===== src/background_tile_fetch_addresser_core_assert.svh =====
// assertion helpers for the fetch addresser core
`ifndef BACKGROUND_TILE_FETCH_ADDRESSER_CORE_ASSERT_SVH
`define BACKGROUND_TILE_FETCH_ADDRESSER_CORE_ASSERT_SVH

// consequent checked in the same cycle as the antecedent
`define BTFA_ASSERT_SAME(label, clk, rst_n, ante, cons) \
    label: assert property (@(posedge clk) disable iff (!rst_n) (ante) |-> (cons)) \
        else $error("fetch addresser check failed");

// consequent checked in the cycle after the antecedent
`define BTFA_ASSERT_NEXT(label, clk, rst_n, ante, cons) \
    label: assert property (@(posedge clk) disable iff (!rst_n) (ante) |=> (cons)) \
        else $error("fetch addresser check failed");

`endif


===== src/btfa_pkg.sv =====
`default_nettype none

package btfa_pkg;

    // input and result field widths
    localparam int COLUMN_W = 9;
    localparam int ROW_W    = 9;
    localparam int BYTE_W   = 8;
    localparam int SCROLL_W = 7;
    localparam int ADDR_W   = 15;
    localparam int COUNT_W  = 32;

    // stream widths, padded to whole bytes
    localparam int IN_TDATA_W  = 32;
    localparam int OUT_TDATA_W = 72;

    // bit positions of the result flags in the output tdata
    localparam int OUT_ACTIVE_BIT = 15;
    localparam int OUT_ATTR_BIT   = 16;

    // fixed limits of the fetch scheme
    localparam logic [SCROLL_W-1:0] VSCROLL_LIMIT = 7'd119;
    localparam logic [5:0]          MAX_TILE_ROW  = 6'd14;
    localparam logic [ROW_W-1:0]    VISIBLE_ROWS  = 9'd240;

    // configuration register indexes
    typedef enum logic [0:0] {
        REG_SCROLL_H = 1'b0,
        REG_SCROLL_V = 1'b1
    } cfg_reg_t;

    // one dot as it arrives on the input stream
    typedef struct packed {
        logic [COLUMN_W-1:0] beam_column;
        logic [ROW_W-1:0]    beam_row;
        logic                horizontal_blank;
        logic                vertical_blank;
        logic                processor_phase;
        logic                capture_valid;
        logic [BYTE_W-1:0]   capture_byte;
    } in_beat_t;

    // decoded fetch for one dot
    typedef struct packed {
        logic              active;
        logic              attr;
        logic [ADDR_W-1:0] address;
    } fetch_info_t;

endpackage

`default_nettype wire


===== src/btfa_addr_gen.sv =====
`default_nettype none

module btfa_addr_gen #(
    parameter int SCREEN_WIDTH_PIXELS  = 128,
    parameter int SCREEN_HEIGHT_PIXELS = 120,
    parameter int SCREEN_TILES_WIDE    = 16,
    parameter int SLOT_SIZE_BYTES      = 1024,
    parameter int ATTRIBUTE_OFFSET     = 256
) (
    input  wire btfa_pkg::in_beat_t             beat,
    input  wire logic [btfa_pkg::SCROLL_W-1:0]  scroll_h,
    input  wire logic [btfa_pkg::SCROLL_W-1:0]  scroll_v,
    output btfa_pkg::fetch_info_t               info
);
    import btfa_pkg::*;

    // reciprocal constants for the slot divide, exact for any 9-bit position
    localparam int X_SHIFT = 9 + $clog2(SCREEN_WIDTH_PIXELS);
    localparam int Y_SHIFT = 9 + $clog2(SCREEN_HEIGHT_PIXELS);
    localparam int X_RECIP = (2 ** X_SHIFT + SCREEN_WIDTH_PIXELS - 1) / SCREEN_WIDTH_PIXELS;
    localparam int Y_RECIP = (2 ** Y_SHIFT + SCREEN_HEIGHT_PIXELS - 1) / SCREEN_HEIGHT_PIXELS;

    logic       visible;
    logic       active;
    logic       attr;
    logic [8:0] sx;
    logic [8:0] sy;
    logic [19:0] px;
    logic [19:0] py;
    logic       bx;
    logic       by;
    logic [8:0] lx;
    logic [8:0] ly;
    logic [5:0] tx;
    logic [5:0] ty;
    logic [ADDR_W-1:0] tile_index;
    logic [ADDR_W-1:0] addr;

    // dot decode
    always_comb
    begin
        visible = !beat.horizontal_blank && !beat.vertical_blank &&
                  !beat.beam_column[COLUMN_W-1] && (beat.beam_row < VISIBLE_ROWS);
        active  = visible && !beat.processor_phase;
        attr    = active && beat.beam_column[0];
    end

    // scrolled logical position and screen slot
    always_comb
    begin
        sx = {2'b00, scroll_h} + {1'b0, beat.beam_column[COLUMN_W-1:1]};
        sy = {2'b00, scroll_v} + {1'b0, beat.beam_row[ROW_W-1:1]};
        // quotient bit zero of position / span through the reciprocal product
        px = 20'(sx) * 20'(X_RECIP);
        py = 20'(sy) * 20'(Y_RECIP);
        bx = px[X_SHIFT];
        by = py[Y_SHIFT];
        lx = bx ? (sx - 9'(SCREEN_WIDTH_PIXELS)) : sx;
        ly = by ? (sy - 9'(SCREEN_HEIGHT_PIXELS)) : sy;
    end

    // clamped tile cell and final address
    always_comb
    begin
        tx = lx[8:3];
        ty = ly[8:3];
        if (tx >= 6'(SCREEN_TILES_WIDE))
        begin
            tx = 6'(SCREEN_TILES_WIDE - 1);
        end
        if (ty > MAX_TILE_ROW)
        begin
            ty = MAX_TILE_ROW;
        end
        tile_index = ADDR_W'(ty) * ADDR_W'(SCREEN_TILES_WIDE) + ADDR_W'(tx);
        addr = ADDR_W'({by, bx}) * ADDR_W'(SLOT_SIZE_BYTES) + tile_index;
        if (attr)
        begin
            addr = addr + ADDR_W'(ATTRIBUTE_OFFSET);
        end
        info.active  = active;
        info.attr    = attr;
        info.address = active ? addr : '0;
    end

endmodule

`default_nettype wire


===== src/background_tile_fetch_addresser_core.sv =====
// Background tile fetch addresser: one dot of beam position per input beat.
// Input stream s_axis carries the beam column and row, the blanking and CPU
// phase flags and an optional byte captured from video memory. Output stream
// m_axis returns one beat per input beat: the video memory address, the
// fetch and attribute flags, both byte latches and the capture count.
// Scroll registers are written on the cfg port (index 0 horizontal, index 1
// vertical, the latter saturating at 119); the user must write them only while
// the stream is idle; the block itself does not enforce it. A dot passes an input
// register, the address logic and a result register. Throughput is one beat
// per cycle while m_axis_tready is high; while a finished result waits, the
// input side still takes one beat as long as the input register is empty.
// When m_axis_tready is low the result holds and s_axis_tready drops once
// the input register is also full; nothing is lost or repeated.
// Reset clears the scroll registers, both latches and the capture count
// and empties both pipeline registers.
`default_nettype none

module background_tile_fetch_addresser_core #(
    parameter int SCREEN_WIDTH_PIXELS  = 128,
    parameter int SCREEN_HEIGHT_PIXELS = 120,
    parameter int SCREEN_TILES_WIDE    = 16,
    parameter int SLOT_SIZE_BYTES      = 1024,
    parameter int ATTRIBUTE_OFFSET     = 256
) (
    input  wire logic                                 clk,
    input  wire logic                                 rst_n,
    // input dots
    input  wire logic                                 s_axis_tvalid,
    output logic                                      s_axis_tready,
    // beam_column[8:0], beam_row[17:9], horizontal_blank[18], vertical_blank[19],
    // processor_phase[20], capture_valid[21], capture_byte[29:22], zero[31:30]
    input  wire logic [btfa_pkg::IN_TDATA_W-1:0]      s_axis_tdata,
    // results
    output logic                                      m_axis_tvalid,
    input  wire logic                                 m_axis_tready,
    // video_address[14:0], fetch_active[15], attribute_cycle[16],
    // tile_latch[24:17], attribute_latch[32:25], fetch_total[64:33], zero[71:65]
    output logic [btfa_pkg::OUT_TDATA_W-1:0]          m_axis_tdata,
    // configuration writes
    input  wire logic                                 cfg_we,
    input  wire btfa_pkg::cfg_reg_t                   cfg_index,
    input  wire logic [btfa_pkg::SCROLL_W-1:0]        cfg_data
);
    import btfa_pkg::*;

    logic                      in_valid_reg;
    logic                      in_valid_next;
    in_beat_t                  in_beat_reg;
    logic                      out_valid_reg;
    logic                      out_valid_next;
    logic [OUT_TDATA_W-1:0]    out_data_reg;
    logic [OUT_TDATA_W-1:0]    out_data_next;
    logic [SCROLL_W-1:0]       scroll_h_reg;
    logic [SCROLL_W-1:0]       scroll_v_reg;
    logic [BYTE_W-1:0]         tile_reg;
    logic [BYTE_W-1:0]         tile_next;
    logic [BYTE_W-1:0]         attr_latch_reg;
    logic [BYTE_W-1:0]         attr_latch_next;
    logic [COUNT_W-1:0]        count_reg;
    logic [COUNT_W-1:0]        count_next;
    logic                      in_fire;
    logic                      out_ready;
    logic                      out_load;
    logic                      cap_hit;
    in_beat_t                  in_beat;
    fetch_info_t               info;

    // handshake
    assign out_ready     = !out_valid_reg || m_axis_tready;
    assign out_load      = in_valid_reg && out_ready;
    assign s_axis_tready = !in_valid_reg || out_ready;
    assign in_fire       = s_axis_tvalid && s_axis_tready;
    assign m_axis_tvalid = out_valid_reg;
    assign m_axis_tdata  = out_data_reg;

    // unpack the input beat
    always_comb
    begin
        in_beat.beam_column      = s_axis_tdata[8:0];
        in_beat.beam_row         = s_axis_tdata[17:9];
        in_beat.horizontal_blank = s_axis_tdata[18];
        in_beat.vertical_blank   = s_axis_tdata[19];
        in_beat.processor_phase  = s_axis_tdata[20];
        in_beat.capture_valid    = s_axis_tdata[21];
        in_beat.capture_byte     = s_axis_tdata[29:22];
    end

    btfa_addr_gen #(
        .SCREEN_WIDTH_PIXELS  (SCREEN_WIDTH_PIXELS),
        .SCREEN_HEIGHT_PIXELS (SCREEN_HEIGHT_PIXELS),
        .SCREEN_TILES_WIDE    (SCREEN_TILES_WIDE),
        .SLOT_SIZE_BYTES      (SLOT_SIZE_BYTES),
        .ATTRIBUTE_OFFSET     (ATTRIBUTE_OFFSET)
    ) u_addr_gen (
        .beat     (in_beat_reg),
        .scroll_h (scroll_h_reg),
        .scroll_v (scroll_v_reg),
        .info     (info)
    );

    // latch and counter update for the dot moving to the result register
    always_comb
    begin
        cap_hit         = info.active && in_beat_reg.capture_valid;
        tile_next       = tile_reg;
        attr_latch_next = attr_latch_reg;
        count_next      = count_reg;
        if (out_load && cap_hit)
        begin
            if (info.attr)
            begin
                attr_latch_next = in_beat_reg.capture_byte;
            end
            else
            begin
                tile_next = in_beat_reg.capture_byte;
            end
            count_next = count_reg + 32'd1;
        end
        out_data_next = {7'd0, count_next, attr_latch_next, tile_next,
                         info.attr, info.active, info.address};
    end

    // pipeline valid flags
    always_comb
    begin
        in_valid_next = in_valid_reg;
        if (in_fire)
        begin
            in_valid_next = 1'b1;
        end
        else if (out_load)
        begin
            in_valid_next = 1'b0;
        end
        out_valid_next = out_valid_reg;
        if (out_load)
        begin
            out_valid_next = 1'b1;
        end
        else if (m_axis_tready)
        begin
            out_valid_next = 1'b0;
        end
    end

    // control state, latches and scroll registers
    always_ff @(posedge clk or negedge rst_n)
    begin
        if (!rst_n)
        begin
            in_valid_reg   <= 1'b0;
            out_valid_reg  <= 1'b0;
            tile_reg       <= '0;
            attr_latch_reg <= '0;
            count_reg      <= '0;
            scroll_h_reg   <= '0;
            scroll_v_reg   <= '0;
        end
        else
        begin
            in_valid_reg   <= in_valid_next;
            out_valid_reg  <= out_valid_next;
            tile_reg       <= tile_next;
            attr_latch_reg <= attr_latch_next;
            count_reg      <= count_next;
            if (cfg_we)
            begin
                case (cfg_index)
                    REG_SCROLL_H:
                    begin
                        scroll_h_reg <= cfg_data;
                    end
                    REG_SCROLL_V:
                    begin
                        scroll_v_reg <= (cfg_data > VSCROLL_LIMIT) ? VSCROLL_LIMIT : cfg_data;
                    end
                    default:
                    begin
                        scroll_h_reg <= scroll_h_reg;
                    end
                endcase
            end
        end
    end

    // payload registers
    always_ff @(posedge clk)
    begin
        if (in_fire)
        begin
            in_beat_reg <= in_beat;
        end
        if (out_load)
        begin
            out_data_reg <= out_data_next;
        end
    end

`include "background_tile_fetch_addresser_core_assert.svh"

    // captured byte bumps the count by one
    `BTFA_ASSERT_NEXT(a_count_step, clk, rst_n, out_load && cap_hit, count_reg == $past(count_reg) + 32'd1)
    // no capture, no count change
    `BTFA_ASSERT_NEXT(a_count_hold, clk, rst_n, !(out_load && cap_hit), $stable(count_reg))
    // idle dots give a zero address
    `BTFA_ASSERT_SAME(a_idle_addr, clk, rst_n, out_valid_reg && !out_data_reg[OUT_ACTIVE_BIT], out_data_reg[ADDR_W-1:0] == '0)
    // attribute fetch only during an active fetch
    `BTFA_ASSERT_SAME(a_attr_active, clk, rst_n, out_valid_reg && out_data_reg[OUT_ATTR_BIT], out_data_reg[OUT_ACTIVE_BIT])
    // a held input dot is not dropped while the result side stalls
    `BTFA_ASSERT_NEXT(a_in_hold, clk, rst_n, in_valid_reg && !out_load, in_valid_reg)

endmodule

`default_nettype wire

===== config.mk =====
export PLATFORM = sky130hd
export DESIGN_NAME = background_tile_fetch_addresser_core
export DESIGN_NICKNAME = d
export VERILOG_FILES = /design/src/btfa_pkg.sv /design/src/btfa_addr_gen.sv /design/src/background_tile_fetch_addresser_core.sv
export VERILOG_INCLUDE_DIRS = /design/src /design/src/src
export SDC_FILE = /design/constraint.sdc
export NUM_CORES = 1
export LEC_CHECK = 0
export BUFFER_PORTS_ARGS = -buffer_cell sky130_fd_sc_hd__buf_2
export CORE_ASPECT_RATIO = 1.75
export CORE_UTILIZATION = 46
export CTS_CLUSTER_SIZE = 40
export DETAILED_ROUTE_END_ITERATION = 10
export PLACE_DENSITY = 0.67
export SETUP_SLACK_MARGIN = 0.02
export SYNTH_ARGS = -nofsm -noshare
export SYNTH_HDL_FRONTEND = slang
export SYNTH_HIERARCHICAL = 1
export SYNTH_SLANG_ARGS = --single-unit

===== constraint.sdc =====
create_clock -name clk -period 16 [get_ports clk]
set_input_delay 3.2 -clock clk [delete_from_list [all_inputs] [get_ports clk]]
set_output_delay 3.2 -clock clk [all_outputs]
set_load 0.05 [all_outputs]

# Word-level counts from Yosys, hierarchy flattened
# Index checks and enable logic that the tools add are counted.
[classes]
n_addsub = 8
multipliers = 1
n_div = 0
order_cmp = 4
eq_ne = 0
shift = 0
mux = 15
bitwise = 1
reduce_logical = 21
[ops]
columns = ["operator", "count"]
rows = [
  ["$add A32 B1 Y32 const B", 1],
  ["$mux W32", 1],
  ["$mux W8", 4],
  ["$add A7 B8 Y9", 2],
  ["$mux W9", 2],
  ["$mul A9 B10 Y17 const B", 1],
  ["$add A12 B15 Y15", 1],
  ["$add A15 B9 Y15 const B", 1],
  ["$mux W15", 1],
  ["$mux W6", 2],
  ["$add A10 B6 Y11", 1],
  ["$logic_and A1 B1 Y1", 9],
  ["$lt A9 B8 Y1 const B", 1],
  ["$sub A9 B7 Y9 const B", 1],
  ["$sub A9 B8 Y9 const B", 1],
  ["$gt A7 B7 Y1 const B", 1],
  ["$mux W7", 1],
  ["$ge A6 B5 Y1 const B", 1],
  ["$gt A6 B4 Y1 const B", 1],
  ["$logic_not A1 Y1", 6],
  ["$mux W1", 4],
  ["$reduce_and A2 Y1", 2],
  ["$reduce_bool A2 Y1", 2],
  ["$logic_or A1 B1 Y1", 2],
  ["$not A1 Y1", 1],
]
[word_totals]
register_bits = 159
latch_bits = 0
ramBits = 0
mem_bits_ro = 0
output_inout_bits = 74
wordCells = 66
mem_count = 0

# Longest topological paths before layout
[depth]
word_depth = 9
depth_mapped = 21
mapped_depth_nobuf = 21

# By module
# The synthesis kept the hierarchy.
[modules_own_cells]
columns = ["mod", "instances", "cells_each", "area_each_um2"]
rows = [
  ["background_tile_fetch_addresser_core", 1, 308, 5562.8],
  ["btfa_addr_gen", 1, 204, 1740.4],
]

# Worst setup path after synthesis
# No wires, ideal clock.
[synth_timing]
kind = "input port to flip-flop"
start = "input m_axis_tready"
end = "register out_data_reg[17], in the netlist m_axis_tdata[17] (data pin)"
setup_time_ps = 263
arrival_ps = 7468
required_ps = 15737
path_slack_ps = 8270
stages = 5
path_buffers = 0
path_cell_list = "nor2b_1 nor2_1 nand3_1 nor2_1 mux2_2"
[synth_via]
elab_chain_len = 4
[synth_lines]
columns = ["element", "line", "rtl"]
rows = [
  ["start, declared", "background_tile_fetch_addresser_core.sv:35", "input wire logic m_axis_tready,"],
  ["$logic_or A1 B1 Y1", "background_tile_fetch_addresser_core.sv:69", "assign out_ready = !out_valid_reg || m_axis_tready;"],
  ["$logic_and A1 B1 Y1", "background_tile_fetch_addresser_core.sv:70", "assign out_load = in_valid_reg && out_ready;"],
  ["net out_load", "background_tile_fetch_addresser_core.sv:63", "logic out_load;"],
  ["$logic_and A1 B1 Y1", "background_tile_fetch_addresser_core.sv:108", "if (out_load && cap_hit)"],
  ["$mux W8", "background_tile_fetch_addresser_core.sv:108", ""],
  ["net tile_next[0]", "background_tile_fetch_addresser_core.sv:56", "logic [BYTE_W-1:0] tile_next;"],
  ["end signal, assigned", "background_tile_fetch_addresser_core.sv:196", "out_data_reg <= out_data_next;"],
  ["end, declared", "background_tile_fetch_addresser_core.sv:51", "logic [OUT_TDATA_W-1:0] out_data_reg;"],
]
# The timed path passes the listed nets, and every way through them passes these cells.
# A chain may end at the register's enable or synchronous reset.

# Final worst setup path
[layout_timing]
start = "input m_axis_tready"
end = "output s_axis_tready"
[layout_via]
elab_chain_len = 2
[layout_lines]
columns = ["element", "line", "rtl"]
rows = [
  ["$logic_or A1 B1 Y1", "background_tile_fetch_addresser_core.sv:69", ""],
  ["$logic_or A1 B1 Y1", "background_tile_fetch_addresser_core.sv:71", "assign s_axis_tready = !in_valid_reg || out_ready;"],
  ["end, declared", "background_tile_fetch_addresser_core.sv:29", "output logic s_axis_tready,"],
]
# Every way passes these cells.

==> metrics.md <==
| Metric | Value |
|---|---|
| Status | finished, final reports clean |
| Worst path cell trace | buf_2 > nor2b_1 > nand2_1 > buf_2 |
| Ant diodes | 0 |
| Setup-failing EPs final | 0 |
| Post-Route WL | 13,540 µm |
| Worst Setup Start Kind | input pin |
| Met3 Wirelength | ~570 µm |
| Final Cell Area | 8642 µm² |
| RSZ-0062 raised after global routing | false |
| RD Place Congestion | approximately 0.82 |
| Vias after detailed routing | 4,414 |
| Placed instance area | roughly 8000 µm² |
| WL/cell | 16.17 µm |
| Critical path arrival | 3.90 ns |
| VDD IR-drop max | 70.07 µV |
| Post-synthesis area per instance | 14.23 µm² |
| Reg2Reg Capture Point | m_axis_tdata[4]$_DFFE_PP_ |
| Clk root buf | clkbuf_16 |
| Critical Path RT | 12.80 ns |
| Sw Ratio | roughly a third |
| Endpoints failing hold | 0 |
| Gate power share | 29.1% |
| Worst r2r path cells | 18 |
| Gr usage total | between 15 and 20% |
| DRT Pass-1 Iters | 5 |
| Full die area | about 16,000 µm² |
| GRT overflow | 0 |
| Largest net degree at the start of global routing | 68 |
| HPWL after detailed placement | 10,060 µm |
| Sequential share of power | 38.0% |
| Core area | 15,390 µm² |
| Place WS | around 9 ns |
| Clock share of power | 32.9% |
| PnR worst setup slack | 8.901 ns |
| DRC errors left | 0 |
| Worst hold start | count_reg[31]$_DFF_PN0_ |
| Worst hold margin | 0.4695 ns |
| Post-CTS setup buffer count | 0 |
| Final period demand of the worst path | 7.099 ns |
| Final Max Tran Viols | 0 |
| Initial antenna violation count | 0 |
| Peak Freq | 140.9 MHz |
| Post-route ant nets | 0 |
| DRT iter0 DRCs | 166 |
| Worst Tran Pin Value | 0.8670 ns |
| First-pass GRT wire length | 21,900 µm |
| Top sig layer | met4 |
| # nets final | 739 |
| Num rows | 60 |
| Max incr delay on CP | 0.24 ns |
| Clk buf depth | 2 |
| Vias per inst | 5.274 |
| Buffers on Ports | 108 |
| Initial Util | a little under half |
| Metal-1 WL | 5039 µm |
| Worst Hold Depth | 1 |
| Worst Hold Class | flip-flop to flip-flop |
| Die Wd | 97.05 µm |
| Clk slew on worst S/H paths | 0.07 ns |
| Die height | about 170 µm |
| Share of cells above drive strength 1 | just under 30% |
| # H-tree levels | 4 |
| Max Cap Viol | 0 |
| Crit Path Category | input pin to primary output |
| Total chip power | 1.244 mW |
| Post-Syn Instances | 511 |
| Clk_skew | 0.01396 ns |
| Cts repair resizes | 0 |
| Layout area overhead | 18.82% |
| Vias in the first global route | 4,530 |
| Final setup TNS | 0 ns |
| CTS tree | built |
| CP max FO | 3 |
| # IOs | about 120 |
| Endpoint class of the critical path | primary output |
| Period utilization | 44.37% |
| Clock latency on the worst-skew pair | 0.42 ns |
| Max reg flops | 65 |
| CTS sink count | 158 |
| Cell mode on critical path | buf_2 |
| Syn. warnings | 6 |
| P_leak | about 4 nW |
| Switching power | approximately 0.41 mW |
| Min-Delay Endpoint | count_reg[31]$_DFF_PN0_ |
| Crit-path slowest cell | nor2b_1 |
| Worst slew margin | 42.20% |
| Met2 routed WL | 7549 µm |
| Int Power | roughly 0.83 mW |
| Number of buffers created by CTS | 17 |
| Hold buffer count at cts | 0 |
| Worst r2r src | scroll_v_reg[0]$_DFFE_PN0P_ |
| Post-Syn Area | 7273 µm² |
| Pwr per Cell Area | 144.0 nW/µm² |
| Reg2Reg Setup Slack | around 10 ns |
==> power groups by stage <==
stage	Combinational, mW	Clock [mW]	Sequential (mW)
detailed placement	0.365	0	0.481
finish	0.362	0.410	0.472
global placement	0.348	0	0.480
CTS	0.367	0.416	0.473
global route	0.408	0.434	0.475
floorplan	0.240	0	0.520
==> routing by layer <==
metal	vias up	track usage (%)
met5	-	0
met4	0	7.657
met3	26	3.528
met2	121	32.21
met1	2157	18.48
li1	2110	-
==> through the flow <==
step / util [%] / instances
2_1_floorplan: - / 520
3_3_place_gp: 52.14 / 805
3_5_place_dp: 52.14 / 805
4_1_cts: 56.15 / 837
5_1_grt: 56.15 / 837
6_report: 56.15 / 837
==> cells in the final DEF (no fill, tap or decap), types with 3 or more instances in the layout <==
| cell type | instances |
|---|---|
| inv_6 | 4 |
| o21ai_1 | 3 |
| buf_2 | 108 |
| mux2_2 | 26 |
| a21oi_1 | 14 |
| conb_1 | 11 |
| o22a_1 | 4 |
| inv_8 | 4 |
| xor2_1 | 8 |
| dfrtp_1 | 64 |
| mux2i_1 | 3 |
| inv_1 | 32 |
| edfxtp_1 | 94 |
| xnor2_1 | 32 |
| fa_1 | 7 |
| nand3_1 | 18 |
| a211o_1 | 3 |
| and2_1 | 7 |
| and4_1 | 4 |
| nor3_1 | 8 |
| and3_1 | 7 |
| ha_1 | 49 |
| clkbuf_16 | 17 |
| nand2_1 | 19 |
| clkinv_8 | 4 |
| a21o_1 | 4 |
| o21ai_0 | 6 |
| nor2b_1 | 4 |
| nand2b_1 | 4 |
| nand4_1 | 16 |
| buf_4 | 3 |
| or3b_1 | 3 |
| nor2_1 | 20 |
==> worst max-delay path: cells and delay by family <==
family,cells,cell delay (ns)
and+or+nand+nor,2,0.37
buffers and inverters,2,0.33
==> layout make-up <==
type | instances | area, µm²
Clock buffer | 17 | 425.4
Clock inverter | 15 | 192.7
Fill cell | 1231 | 6748
Inverter | 34 | 127.6
Multi-Input combinational cell | 316 | 2676
Sequential cell | 158 | 4424
Tap cell | 186 | 232.7
Timing Repair Buffer | 111 | 563.0
==> how the worst max path moves through the flow <==
| stage | startpoint | end | slack (ns) | depth (start not counted) |
|---|---|---|---|---|
| global placement | m_axis_tready | s_axis_tready | 8.93 | 4 |
| finish | m_axis_tready | s_axis_tready | 8.90 | 4 |
| detailed placement | m_axis_tready | s_axis_tready | 8.89 | 4 |
| global route | m_axis_tready | s_axis_tready | 8.82 | 4 |
| floorplan | m_axis_tready | m_axis_tdata[17]$_DFFE_PP_ | 8.27 | 5 |
| CTS | m_axis_tready | s_axis_tready | 8.89 | 4 |
Power figures use the tool's default switching activity.
